**config.mk**
```make
export PLATFORM = sky130hd
export DESIGN_NAME = multi_queue_shared_buffer_top
export DESIGN_NICKNAME = d
export VERILOG_FILES = /design/src/mqsb_pkg.sv /design/src/mqsb_ram.sv /design/src/mqsb_engine.sv /design/src/multi_queue_shared_buffer_top.sv
export VERILOG_INCLUDE_DIRS = /design/src /design/src/src
export SDC_FILE = /design/constraint.sdc
export NUM_CORES = 1
export LEC_CHECK = 0
export BUFFER_PORTS_ARGS = -buffer_cell sky130_fd_sc_hd__buf_2
export CAP_MARGIN = 40
export CORE_AREA = 2 2 257 259
export CTS_CLUSTER_SIZE = 14
export DETAILED_ROUTE_END_ITERATION = 10
export DIE_AREA = 0 0 259 261
export PLACE_DENSITY_LB_ADDON = 0.05
export SETUP_SLACK_MARGIN = 0.5
export SLEW_MARGIN = 20
export SYNTH_ARGS = -nofsm -noshare
export SYNTH_HDL_FRONTEND = slang
export SYNTH_SLANG_ARGS = --single-unit
```
**constraint.sdc**
```tcl
create_clock -name aclk -period 10.4 [get_ports aclk]
set_input_delay 1.04 -clock aclk [delete_from_list [all_inputs] [get_ports aclk]]
set_output_delay 1.04 -clock aclk [all_outputs]
set_load 0.005 [all_outputs]
```
**src/assert_macros.svh**
```systemverilog
// ----------------------------------------------------------------------------
// assertion macros
// shared property shorthands for the queue buffer rtl
// ----------------------------------------------------------------------------
`ifndef ASSERT_MACROS_SVH
`define ASSERT_MACROS_SVH

// same-cycle implication, quiet while reset is held
`define MQSB_ASSERT_IMP(lbl, clk, rst_n, ante, cons) \
    lbl: assert property (@(posedge clk) disable iff (!(rst_n)) (ante) |-> (cons)) \
        else $error("%m: assertion failed");

// next-cycle implication, quiet while reset is held
`define MQSB_ASSERT_NXT(lbl, clk, rst_n, ante, cons) \
    lbl: assert property (@(posedge clk) disable iff (!(rst_n)) (ante) |=> (cons)) \
        else $error("%m: assertion failed");

`endif

```
**src/mqsb_pkg.sv**
```systemverilog
// ----------------------------------------------------------------------------
// mqsb_pkg
// constants, types and helpers of the multi-queue shared buffer
// ----------------------------------------------------------------------------
package mqsb_pkg;

    localparam int SLOTS  = 16;
    localparam int QUEUES = 4;
    localparam int DATA_W = 32;
    localparam int QID_IN_W = 2;

    localparam int SLOT_W = (SLOTS > 1) ? $clog2(SLOTS) : 1;
    localparam int LINK_W = $clog2(SLOTS + 1);
    localparam int QID_W  = (QUEUES > 1) ? $clog2(QUEUES) : 1;

    localparam logic [LINK_W-1:0] NIL = LINK_W'(SLOTS);

    localparam logic CMD_PUSH = 1'b0;
    localparam logic CMD_POP  = 1'b1;

    typedef enum logic [1:0] {
        ST_OK    = 2'd0,
        ST_FULL  = 2'd1,
        ST_EMPTY = 2'd2
    } status_t;

    typedef enum logic [2:0] {
        FSM_INIT = 3'b001,
        FSM_IDLE = 3'b010,
        FSM_EXEC = 3'b100
    } fsm_t;

    typedef struct packed {
        logic              we;
        logic [SLOT_W-1:0] addr;
        logic [LINK_W-1:0] data;
    } link_wr_t;

    typedef struct packed {
        logic              we;
        logic [SLOT_W-1:0] addr;
        logic [DATA_W-1:0] data;
    } data_wr_t;

    typedef struct packed {
        logic              re;
        logic [SLOT_W-1:0] addr;
    } ram_rd_t;

    typedef struct packed {
        status_t           status;
        logic [DATA_W-1:0] pop_data;
    } result_t;

    function automatic logic is_slot(input logic [LINK_W-1:0] l);
        return l < NIL;
    endfunction

    // corrupt links read as null
    function automatic logic [LINK_W-1:0] norm_link(input logic [LINK_W-1:0] l);
        return is_slot(l) ? l : NIL;
    endfunction

    function automatic logic [SLOT_W-1:0] link_to_slot(input logic [LINK_W-1:0] l);
        return SLOT_W'(l);
    endfunction

    function automatic logic [LINK_W-1:0] slot_to_link(input logic [SLOT_W-1:0] s);
        return LINK_W'(s);
    endfunction

    function automatic logic [LINK_W-1:0] next_link(input logic [SLOT_W-1:0] s);
        return LINK_W'(s) + LINK_W'(1);
    endfunction

    function automatic logic is_last_slot(input logic [SLOT_W-1:0] s);
        return s == SLOT_W'(SLOTS - 1);
    endfunction

    function automatic logic q_in_range(input logic [QID_IN_W-1:0] q);
        return int'(q) < QUEUES;
    endfunction

    function automatic logic [QID_W-1:0] qid_of(input logic [QID_IN_W-1:0] q);
        return QID_W'(q);
    endfunction

endpackage

```
**src/mqsb_ram.sv**
```systemverilog
// ----------------------------------------------------------------------------
// mqsb_ram
// generic simple dual-port ram, one write port, one registered read port
// ----------------------------------------------------------------------------
module mqsb_ram #(
    parameter int WIDTH = 32,
    parameter int DEPTH = 16
) (
    input  logic                     aclk,
    input  logic                     we,
    input  logic [$clog2(DEPTH)-1:0] waddr,
    input  logic [WIDTH-1:0]         wdata,
    input  logic                     re,
    input  logic [$clog2(DEPTH)-1:0] raddr,
    output logic [WIDTH-1:0]         rdata
);

    logic [WIDTH-1:0] mem [DEPTH];
    logic [WIDTH-1:0] rdata_reg;

    always_ff @(posedge aclk) begin
        if (we) begin
            mem[waddr] <= wdata;
        end
        if (re) begin
            rdata_reg <= mem[raddr];
        end
    end

    assign rdata = rdata_reg;

endmodule

```
**src/mqsb_engine.sv**
```systemverilog
// ----------------------------------------------------------------------------
// mqsb_engine
// sequencer for push and pop: queue pointers, free list and ram accesses
// ----------------------------------------------------------------------------
`include "assert_macros.svh"

module mqsb_engine (
    input  logic                                aclk,
    input  logic                                aresetn,
    input  logic                                s_tvalid,
    output logic                                s_tready,
    input  logic                                cmd,
    input  logic [mqsb_pkg::QID_IN_W-1:0]       queue_id,
    input  logic [mqsb_pkg::DATA_W-1:0]         push_data,
    input  logic                                out_free,
    output mqsb_pkg::link_wr_t                  link_wr,
    output mqsb_pkg::ram_rd_t                   link_rd,
    input  logic [mqsb_pkg::LINK_W-1:0]         link_rdata,
    output mqsb_pkg::data_wr_t                  data_wr,
    output mqsb_pkg::ram_rd_t                   data_rd,
    input  logic [mqsb_pkg::DATA_W-1:0]         data_rdata,
    output logic                                res_valid,
    output mqsb_pkg::result_t                   res
);

    mqsb_pkg::fsm_t                    state_reg, state_next;
    logic [mqsb_pkg::SLOT_W-1:0]       init_cnt_reg;
    logic [mqsb_pkg::LINK_W-1:0]       head_reg [mqsb_pkg::QUEUES];
    logic [mqsb_pkg::SLOT_W-1:0]       tail_reg [mqsb_pkg::QUEUES];
    logic [mqsb_pkg::LINK_W-1:0]       free_head_reg;
    logic                              cmd_reg;
    logic [mqsb_pkg::QID_W-1:0]        q_idx_reg;
    logic [mqsb_pkg::SLOT_W-1:0]       slot_reg;
    logic                              fail_reg;

    logic                              acc;
    logic                              exec_go;
    logic [mqsb_pkg::QID_W-1:0]        q_idx;
    logic [mqsb_pkg::LINK_W-1:0]       cand;
    logic                              ok;
    logic                              head_live;

    assign s_tready  = (state_reg == mqsb_pkg::FSM_IDLE);
    assign acc       = s_tvalid && s_tready;
    assign exec_go   = (state_reg == mqsb_pkg::FSM_EXEC) && out_free;
    assign q_idx     = mqsb_pkg::qid_of(queue_id);
    assign head_live = mqsb_pkg::is_slot(head_reg[q_idx]);
    // push takes the free-list head, pop the queue head
    assign cand      = (cmd == mqsb_pkg::CMD_PUSH) ? free_head_reg : head_reg[q_idx];
    assign ok        = mqsb_pkg::q_in_range(queue_id) && mqsb_pkg::is_slot(cand);

    always_comb begin
        state_next = state_reg;
        unique case (state_reg)
            mqsb_pkg::FSM_INIT: begin
                if (mqsb_pkg::is_last_slot(init_cnt_reg)) begin
                    state_next = mqsb_pkg::FSM_IDLE;
                end
            end
            mqsb_pkg::FSM_IDLE: begin
                if (acc) begin
                    state_next = mqsb_pkg::FSM_EXEC;
                end
            end
            mqsb_pkg::FSM_EXEC: begin
                if (out_free) begin
                    state_next = mqsb_pkg::FSM_IDLE;
                end
            end
            default: state_next = mqsb_pkg::FSM_INIT;
        endcase
    end

    // link ram: clearing pass, tail relink on accept, slot relink on exec
    always_comb begin
        link_wr.we   = 1'b0;
        link_wr.addr = slot_reg;
        link_wr.data = mqsb_pkg::NIL;
        if (state_reg == mqsb_pkg::FSM_INIT) begin
            link_wr.we   = 1'b1;
            link_wr.addr = init_cnt_reg;
            link_wr.data = mqsb_pkg::next_link(init_cnt_reg);
        end else if (acc && ok && cmd == mqsb_pkg::CMD_PUSH && head_live) begin
            link_wr.we   = 1'b1;
            link_wr.addr = tail_reg[q_idx];
            link_wr.data = free_head_reg;
        end else if (exec_go && !fail_reg) begin
            link_wr.we   = 1'b1;
            link_wr.addr = slot_reg;
            link_wr.data = (cmd_reg == mqsb_pkg::CMD_PUSH) ? mqsb_pkg::NIL : free_head_reg;
        end
    end

    assign link_rd.re   = acc && ok;
    assign link_rd.addr = mqsb_pkg::link_to_slot(cand);

    assign data_wr.we   = acc && ok && (cmd == mqsb_pkg::CMD_PUSH);
    assign data_wr.addr = mqsb_pkg::link_to_slot(cand);
    assign data_wr.data = push_data;

    assign data_rd.re   = acc && ok && (cmd == mqsb_pkg::CMD_POP);
    assign data_rd.addr = mqsb_pkg::link_to_slot(cand);

    assign res_valid = exec_go;

    always_comb begin
        if (fail_reg) begin
            res.status = (cmd_reg == mqsb_pkg::CMD_PUSH) ? mqsb_pkg::ST_FULL
                                                         : mqsb_pkg::ST_EMPTY;
        end else begin
            res.status = mqsb_pkg::ST_OK;
        end
        res.pop_data = (!fail_reg && cmd_reg == mqsb_pkg::CMD_POP) ? data_rdata
                                                                   : '0;
    end

    always_ff @(posedge aclk) begin
        if (!aresetn) begin
            state_reg     <= mqsb_pkg::FSM_INIT;
            init_cnt_reg  <= '0;
            free_head_reg <= '0;
            for (int i = 0; i < mqsb_pkg::QUEUES; i++) begin
                head_reg[i] <= mqsb_pkg::NIL;
            end
        end else begin
            state_reg <= state_next;
            if (state_reg == mqsb_pkg::FSM_INIT) begin
                init_cnt_reg <= init_cnt_reg + mqsb_pkg::SLOT_W'(1);
            end
            if (acc && ok && cmd == mqsb_pkg::CMD_PUSH && !head_live) begin
                head_reg[q_idx] <= cand;
            end
            if (exec_go && !fail_reg) begin
                if (cmd_reg == mqsb_pkg::CMD_PUSH) begin
                    free_head_reg <= mqsb_pkg::norm_link(link_rdata);
                end else begin
                    head_reg[q_idx_reg] <= mqsb_pkg::norm_link(link_rdata);
                    free_head_reg       <= mqsb_pkg::slot_to_link(slot_reg);
                end
            end
        end
    end

    // item context and tails, no reset needed
    always_ff @(posedge aclk) begin
        if (acc) begin
            cmd_reg   <= cmd;
            q_idx_reg <= q_idx;
            slot_reg  <= mqsb_pkg::link_to_slot(cand);
            fail_reg  <= !ok;
            if (ok && cmd == mqsb_pkg::CMD_PUSH) begin
                tail_reg[q_idx] <= mqsb_pkg::link_to_slot(cand);
            end
        end
    end

    `MQSB_ASSERT_NXT(a_accept_to_exec, aclk, aresetn, acc, state_reg == mqsb_pkg::FSM_EXEC)
    `MQSB_ASSERT_NXT(a_push_head_live, aclk, aresetn,
        exec_go && !fail_reg && cmd_reg == mqsb_pkg::CMD_PUSH,
        mqsb_pkg::is_slot(head_reg[q_idx_reg]))
    `MQSB_ASSERT_NXT(a_pop_frees_slot, aclk, aresetn,
        exec_go && !fail_reg && cmd_reg == mqsb_pkg::CMD_POP,
        free_head_reg == mqsb_pkg::slot_to_link(slot_reg))

endmodule

```
**src/multi_queue_shared_buffer_top.sv**
```systemverilog
// ----------------------------------------------------------------------------
// multi_queue_shared_buffer_top
// several fifo queues kept as linked lists in one shared slot store
// ----------------------------------------------------------------------------
// usage
//   s_ channel: one item is one command. s_tuser[0] is cmd (0 push, 1 pop),
//   s_tuser[2:1] is queue_id, s_tdata is the word pushed (ignored on pop)
//   m_ channel: exactly one result item per command, in command order.
//   m_tuser is status (0 ok, 1 push rejected, no free slot, 2 pop of an
//   empty queue), m_tdata is the popped word, zero otherwise
//   completion: an accepted command enters the exec state, and its result
//   is loaded into the output register once that register is free; a new
//   command is accepted only after the previous one completes. Each reads
//   the link ram (and data ram on pop) on accept and writes its link in exec
//   reset: after aresetn is released a clearing pass over all SLOTS slots
//   chains every slot on the free list; s_tready stays low meanwhile
//   stall: a result waits in the output register while m_tready is low; the
//   next command is still accepted, and its completion waits for the
//   output register to drain
// ----------------------------------------------------------------------------
module multi_queue_shared_buffer_top (
    input  logic        aclk,
    input  logic        aresetn,
    input  logic        s_tvalid,
    output logic        s_tready,
    input  logic [31:0] s_tdata,    // [31:0] push_data
    input  logic [2:0]  s_tuser,    // [0] cmd, [2:1] queue_id
    output logic        m_tvalid,
    input  logic        m_tready,
    output logic [31:0] m_tdata,    // [31:0] pop_data
    output logic [1:0]  m_tuser     // [1:0] status
);

    mqsb_pkg::link_wr_t                link_wr;
    mqsb_pkg::ram_rd_t                 link_rd;
    mqsb_pkg::data_wr_t                data_wr;
    mqsb_pkg::ram_rd_t                 data_rd;
    logic [mqsb_pkg::LINK_W-1:0]       link_rdata;
    logic [mqsb_pkg::DATA_W-1:0]       data_rdata;
    logic                              res_valid;
    mqsb_pkg::result_t                 res;
    logic                              out_free;

    // output register decouples the result side
    logic                              m_tvalid_reg;
    mqsb_pkg::result_t                 m_res_reg;

    assign out_free = !m_tvalid_reg || m_tready;

    // next-slot links, the free list and all queues live here
    mqsb_ram #(
        .WIDTH (mqsb_pkg::LINK_W),
        .DEPTH (mqsb_pkg::SLOTS)
    ) u_link_ram (
        .aclk  (aclk),
        .we    (link_wr.we),
        .waddr (link_wr.addr),
        .wdata (link_wr.data),
        .re    (link_rd.re),
        .raddr (link_rd.addr),
        .rdata (link_rdata)
    );

    // payload words, written on push and read on pop
    mqsb_ram #(
        .WIDTH (mqsb_pkg::DATA_W),
        .DEPTH (mqsb_pkg::SLOTS)
    ) u_data_ram (
        .aclk  (aclk),
        .we    (data_wr.we),
        .waddr (data_wr.addr),
        .wdata (data_wr.data),
        .re    (data_rd.re),
        .raddr (data_rd.addr),
        .rdata (data_rdata)
    );

    mqsb_engine u_engine (
        .aclk       (aclk),
        .aresetn    (aresetn),
        .s_tvalid   (s_tvalid),
        .s_tready   (s_tready),
        .cmd        (s_tuser[0]),
        .queue_id   (s_tuser[2:1]),
        .push_data  (s_tdata),
        .out_free   (out_free),
        .link_wr    (link_wr),
        .link_rd    (link_rd),
        .link_rdata (link_rdata),
        .data_wr    (data_wr),
        .data_rd    (data_rd),
        .data_rdata (data_rdata),
        .res_valid  (res_valid),
        .res        (res)
    );

    // result register: load on completion, drop when taken
    always_ff @(posedge aclk) begin
        if (!aresetn) begin
            m_tvalid_reg <= 1'b0;
        end else if (res_valid) begin
            m_tvalid_reg <= 1'b1;
        end else if (m_tready) begin
            m_tvalid_reg <= 1'b0;
        end
    end

    always_ff @(posedge aclk) begin
        if (res_valid) begin
            m_res_reg <= res;
        end
    end

    assign m_tvalid = m_tvalid_reg;
    assign m_tdata  = m_res_reg.pop_data;
    assign m_tuser  = m_res_reg.status;

endmodule
```
# Word level (Yosys, flattened, before mapping)
# Memories as Yosys holds them, arrays and structs flattened. A register that Yosys moved wholly into a read port is not among the register bits.
# Cells that the tools add are included.
[totals]
n_memories = 4
output_inout_bits = 36
inputBits = 39
reg_bits = 55
ram_bits = 628
[op_classes]
reduce_logical = 19
n_lt_le_gt_ge = 3
n_eq_ne = 7
n_bitwise = 1
addsub = 2
mux = 35
[memory_table]
columns = ["memory", "depth", "word_bits", "rd", "rd_clocked_by_memory_dff", "write_ports", "line", "rtl"]
rows = [
  ["u_data_ram.mem", 16, 32, 1, 1, 1, "mqsb_ram.sv:18", "logic [WIDTH-1:0] mem [DEPTH];"],
  ["u_link_ram.mem", 16, 5, 1, 1, 1, "mqsb_ram.sv:18", ""],
  ["u_engine.head_reg", 4, 5, 1, 0, 4, "mqsb_engine.sv:28", "logic [mqsb_pkg::LINK_W-1:0] head_reg [mqsb_pkg::QUEUES];"],
  ["u_engine.tail_reg", 4, 4, 1, 0, 1, "mqsb_engine.sv:29", "logic [mqsb_pkg::SLOT_W-1:0] tail_reg [mqsb_pkg::QUEUES];"],
]
[op_table]
columns = ["op", "count"]
rows = [
  ["10-bit two-way mux", 3],
  ["5-bit two-way mux", 6],
  ["1-bit two-way mux", 19],
  ["5-bit < comparator, second input constant", 3],
  ["1-bit logical AND", 10],
  ["5-bit OR reduction", 2],
  ["3-bit two-way mux", 3],
  ["3-bit case mux with 3 select lines", 1],
  ["2-bit two-way mux", 3],
  ["4-bit by 1-bit adder with 5-bit output, second input constant", 1],
  ["4-bit by 1-bit adder with 4-bit output, second input constant", 1],
  ["4-bit equality test, second input constant", 1],
  ["1-bit logical NOT", 4],
  ["2-bit by 1-bit inequality test with 1-bit output, second input constant", 2],
  ["3-bit by 1-bit equality test with 1-bit output, second input constant", 1],
  ["3-bit by 2-bit equality test with 1-bit output, second input constant", 1],
  ["3-bit equality test, second input constant", 1],
  ["3-bit AND reduction", 1],
  ["2-bit inequality test, second input constant", 1],
  ["2-bit nonzero test", 1],
  ["1-bit logical OR", 1],
  ["1-bit inverter", 1],
]

# Depth between registers and ports, before layout
# An unclocked memory read counts as a cell.
[logic_depth]
depth_word = 12
mapped_depth = 11
depth_no_buf = 7

# By module
# From an unflattened synthesis, not the netlist that was laid out.
[unflattened]
hier_cells = 1345
area_unflattened_um2 = 27936.8
[modules_own_cells]
columns = ["mod", "instances", "area_each_um2", "cells_each"]
rows = [
  ["mqsb_ram at u_data_ram", 1, 20174.3, 838],
  ["mqsb_engine", 1, 3429.5, 314],
  ["mqsb_ram at u_link_ram", 1, 3263.1, 155],
  ["multi_queue_shared_buffer_top", 1, 1069.8, 38],
]

# Worst setup path after synthesis
# OpenSTA, ideal clock, no wires.
[synth_timing]
path_kind = "in2reg"
startpoint = "input s_tuser[2]"
endpoint = "memory u_data_ram.mem[11][0], enable pin"
stages = 9
t_required_ps = 9975
n_path_buf = 3
arrival_time_ps = 3833
path_slack_ps = 6143
path_cell_list = "buf_4 mux2_2 o22a_2 nand2_2 inv_2 buf_6 clkbuf_1 nand3_1 nor2b_1"
[synth_rtl]
columns = ["item", "line", "rtl"]
rows = [
  ["from (decl)", "multi_queue_shared_buffer_top.sv:27", "input logic [2:0] s_tuser,"],
  ["to (decl)", "mqsb_ram.sv:18", ""],
]

# Worst setup path after layout
[layout_timing]
startpoint = "input s_tuser[1]"
endpoint = "memory u_data_ram.mem[1][21], enable pin"
[layout_between]
elab_chain_cells = 7
[layout_rtl]
columns = ["item", "line", "rtl"]
rows = [
  ["memory 4 x 5 bit *", "-", ""],
  ["5-bit two-way mux *", "mqsb_engine.sv:49", "assign cand = (cmd == mqsb_pkg::CMD_PUSH) ? free_head_reg : head_reg[q_idx];"],
  ["5-bit < comparator", "mqsb_pkg.sv:56", "return l < NIL;"],
  ["1-bit logical AND (2 in a row)", "mqsb_engine.sv:97", "assign data_wr.we = acc && ok && (cmd == mqsb_pkg::CMD_PUSH);"],
  ["1-bit two-way mux", "mqsb_ram.sv:22", "if (we) begin"],
  ["1-bit two-way mux (implied by the code)", "mqsb_ram.sv:23", "mem[waddr] <= wdata;"],
]
# Mark *: on every way between the ends. The rest lies on a longest branch, timed or not.

==> results.txt <==
----------------------------------------------------
[Outcome]
  Result of the run ... complete, no violations

[STA]
  Achievable frequency ... 197 MHz
  Maximum clock skew at final layout ... 0.0205 ns
  Worst hold-check slack ... 0.515 ns
  Final number of setup-violating endpoints ... 0
  Total negative slack ... 0 ns
  Post-layout min period ... 5.07 ns
  RSZ-0062 raised after global routing ... no
  Tcrit/Tclk final ... 0.487
  Slew HR ... 0.454
  Count of final max-slew check failures ... 0
  Slew at the pin with the worst max-slew slack ... 0.819 ns
  Number of endpoints with negative hold slack in the final report ... 0

[Global routing]
  Vias in the first global route ... 16918
  Largest net degree at the start of global routing ... 81
  Global-route wire length before repair ... 108 mm
  Overall overflow remaining after global route ... 0
  Total Routing Usage GR ... 0.214
  Antenna violations before repair ... 0

[Floorplanning]
  Height of the die ... 261 um
  Floorplan row count ... 94
  Boundary pin count ... 75
  Die Outline Area ... 0.0676 mm^2
  Initial Util ... 0.446
  Std-Cell Core Area ... 0.0650 mm^2
  Die Span X ... 259 um

[Run]
  Max Cap Viol ... 0

[Clock tree]
  Reg clk slew, reported paths ... 0.06 ns
  Number of buffers on the longest clock path ... 3
  Number of sinks on the clock net ... 720
  Post-cts repair resize count ... 0
  Total of hold buffers inserted after clock tree synthesis ... 0
  Clock buffer count from CTS ... 77
  Source-to-sink clock delay at the later pin of the worst-skew pair ... 0.61 ns
  CTS tree ... done
  H-tree depth reported by CTS ... 3
  Clock root buffer ... clkbuf_16
  Post-CTS repair timing setup buffer count ... 0

[Yosys]
  Post-synth design cell area ... 0.0290 mm^2
  Number of flops mapped to enable cells by yosys ... 707
  Cell type with the largest total area after synthesis ... edfxtp_1
  Sequential element share of the synthesized area ... 0.741
  Total of flip-flops plus latches after synthesis ... 720
  Instance count of the mapped netlist ... 1873
  Syn avg cell area ... 15.5 um^2
  Area fraction of the dominant cell type after synthesis ... 0.732
  Synthesized netlist net count ... 1913
  Async set-reset flop share out of synthesis ... 0
  Yosys Warn Count ... 0
  Most used DFF post-synth ... edfxtp_1
  Synth top area cells ... edfxtp_1, o21ai_0, a31oi_1
  Cell variety after synth ... 58

[Finish]
  Nets@finish ... 1961
  Top register by number of flip-flops ... u_data_ram.mem
  Fraction of final layout cells sized beyond drive strength 1 ... 0.158
  Antenna diodes ... 0
  Area taken by flip-flops and latches ... 0.0215 mm^2
  Largest regs ... u_data_ram.mem x512, u_link_ram.mem x80
  Max reg flops ... 512
  Filler instances ... 5381
  Area Growth Syn to Fin ... 14.2%
  Area of the multi-input gates ... 0.00697 mm^2

[Setup path]
  RR Endpoint ... u_data_ram.mem[1][21]
  Launching element type of the critical path ... input pin
  CP Class ... input pin to flop
  Flop-to-flop setup slack ... 5.90 ns
  Worst endpoint required time ... 10.69 ns
  Critical path fanouts, max ... 70
  Worst R2R Path Depth ... 9
  Source of the critical timing path ... s_tuser[1]
  Worst path arrival time ... 5.36 ns
  Launching point of the worst reg2reg path ... u_engine.head_reg[1][0]
  Sort of element at the end of the critical path ... flop
  Critical Path End ... u_data_ram.mem[1][21]

[Pwr]
  Leakage power figure ... 0.0106 uW
  Worst ir drop on vdd ... 0.125 mV
  Cell area power density ... 192 mW/mm^2

[Placement]
  Routability congestion estimate ... 0.752
  Placed wire-length estimate ... 40.4 mm
  Total of buffers placed on input and output ports ... 74

[Min path]
  Hold WC Path Type ... flop to flop

[Route]
  Post-detailed-route wirelength per cell ... 25.0 um
  Mean number of vias per cell ... 5.83
  Remaining DRCs ... 0
  First-pass DRT Iterations ... 5
  Overall via count from detail_route ... 16609
  Final wirelength ... 71.3 mm
  Violation count after the first detailed-route iteration ... 1391
  Remaining antenna violation count after routing ... 0

----------------------------------------------------
-- placed cells by master (no fill, tap or decap), types with 3 or more instances in the layout --
master / netlist / layout
a22o_1: 74 / 74
a22oi_1: 39 / 39
a31oi_1: 150 / 148
and2_1: 38 / 38
and3b_1: 3 / 3
buf_12: 0 / 7
buf_16: 0 / 11
buf_2: 54 / 74
buf_4: 12 / 32
bufinv_16: 0 / 7
clkbuf_1: 82 / 16
clkbuf_16: 0 / 79
clkinv_1: 0 / 20
clkinv_2: 1 / 15
dfxtp_1: 13 / 13
edfxtp_1: 707 / 707
inv_1: 11 / 11
inv_6: 0 / 6
mux2i_1: 81 / 81
mux4_2: 7 / 7
nand2_1: 27 / 27
nand2_2: 4 / 4
nand2b_1: 91 / 91
nand3_1: 9 / 9
nor2_1: 49 / 39
nor2_4: 0 / 10
nor2b_1: 12 / 3
nor2b_4: 0 / 9
nor3_1: 5 / 4
nor3b_1: 3 / 3
o211a_1: 4 / 4
o211ai_1: 80 / 80
o21a_1: 3 / 3
o21ai_0: 218 / 218
o21ai_1: 11 / 10
o221a_1: 7 / 6
o221a_2: 31 / 31
o22a_1: 5 / 5
xnor2_1: 3 / 3
-- logic make-up after synthesis --
kind of cell,count (synthesis),share of synthesized area
buffers and inverters,168,0.0265
muxes,92,0.0351
AOI/OAI and AO/OA,635,0.147
DFF,720,0.741
adders and majority gates,1,0.000431
xor gates and xnor gates,4,0.00121
and+or+nand+nor,253,0.0488
-- area by class of cell --
cell class                 instances  area share
sequential                       720       0.649
tap                              864      0.0327
clock buffer                      95      0.0615
timing repair buffer             124      0.0318
inverter                          13     0.00170
clock inverter                    49      0.0127
multi-input combinational        985       0.211
-- synthesized netlist by cell type, types with 5 or more instances --
cell and count:
a22o_1 74, a22oi_1 39, a31oi_1 150, and2_1 38, buf_2 54, buf_4 12, clkbuf_1 82, dfxtp_1 13
edfxtp_1 707, inv_1 11, mux2i_1 81, mux4_2 7, nand2_1 27, nand2b_1 91, nand3_1 9, nor2_1 49
nor2b_1 12, nor3_1 5, o211ai_1 80, o21ai_0 218, o21ai_1 11, o221a_1 7, o221a_2 31, o22a_1 5
-- where the power goes --
group	internal (uW)	switching, uW
logic	151	302
registers	3240	10.4
clock network	1570	1100
-- metrics by stage --
| stage | power, uW | instance area (um^2) | setup WS (ns) | std cells | util |
|---|---|---|---|---|---|
| 6_report | 6370 | 33100 | 5.33 | 2850 | 0.509 |
| 2_1_floorplan | 3600 | 29000 | 6.14 | 1873 | - |
| 3_5_place_dp | 3770 | 30600 | 4.57 | 2703 | 0.470 |
| 4_1_cts | 6440 | 33000 | 5.21 | 2847 | 0.508 |
| 3_3_place_gp | 3750 | 30200 | 4.26 | 2688 | 0.464 |
| 5_1_grt | 6600 | 33100 | 4.96 | 2850 | 0.509 |
-- how the worst min path moves through the flow --
stage	slack, ns	endpoint	from	depth (start not counted)
floorplan	0.48	u_engine.init_cnt_reg[1]	u_engine.init_cnt_reg[1]	2
global placement	0.50	m_tdata[7]	u_data_ram.rdata[7]	1
detailed placement	0.50	m_tdata[7]	u_data_ram.rdata[7]	1
CTS	0.52	m_tdata[27]	u_data_ram.rdata[27]	1
global route	0.53	m_tdata[7]	u_data_ram.rdata[7]	1
finish	0.51	m_tdata[27]	u_data_ram.rdata[27]	1
-- routing by layer --
layer | global-route usage | routed length (um) | vias up
li1 | - | - | 7590
met1 | 0.291 | 31500 | 8469
met2 | 0.350 | 34500 | 436
met3 | 0.0332 | 3230 | 114
met4 | 0.0779 | 2070 | 0
met5 | 0 | 0 | -
-- worst max-delay path: stages --
cell and delay [ns]:
buf_2 0.36, nand2b_1 0.29, o22a_4 0.70, nand2_2 0.21, inv_4 0.48, buf_4 0.50, buf_16 0.27, nand3_1 0.37
nor2b_4 0.71, buf_4 0.36
No activity file was read; power rests on OpenSTA's default activity.
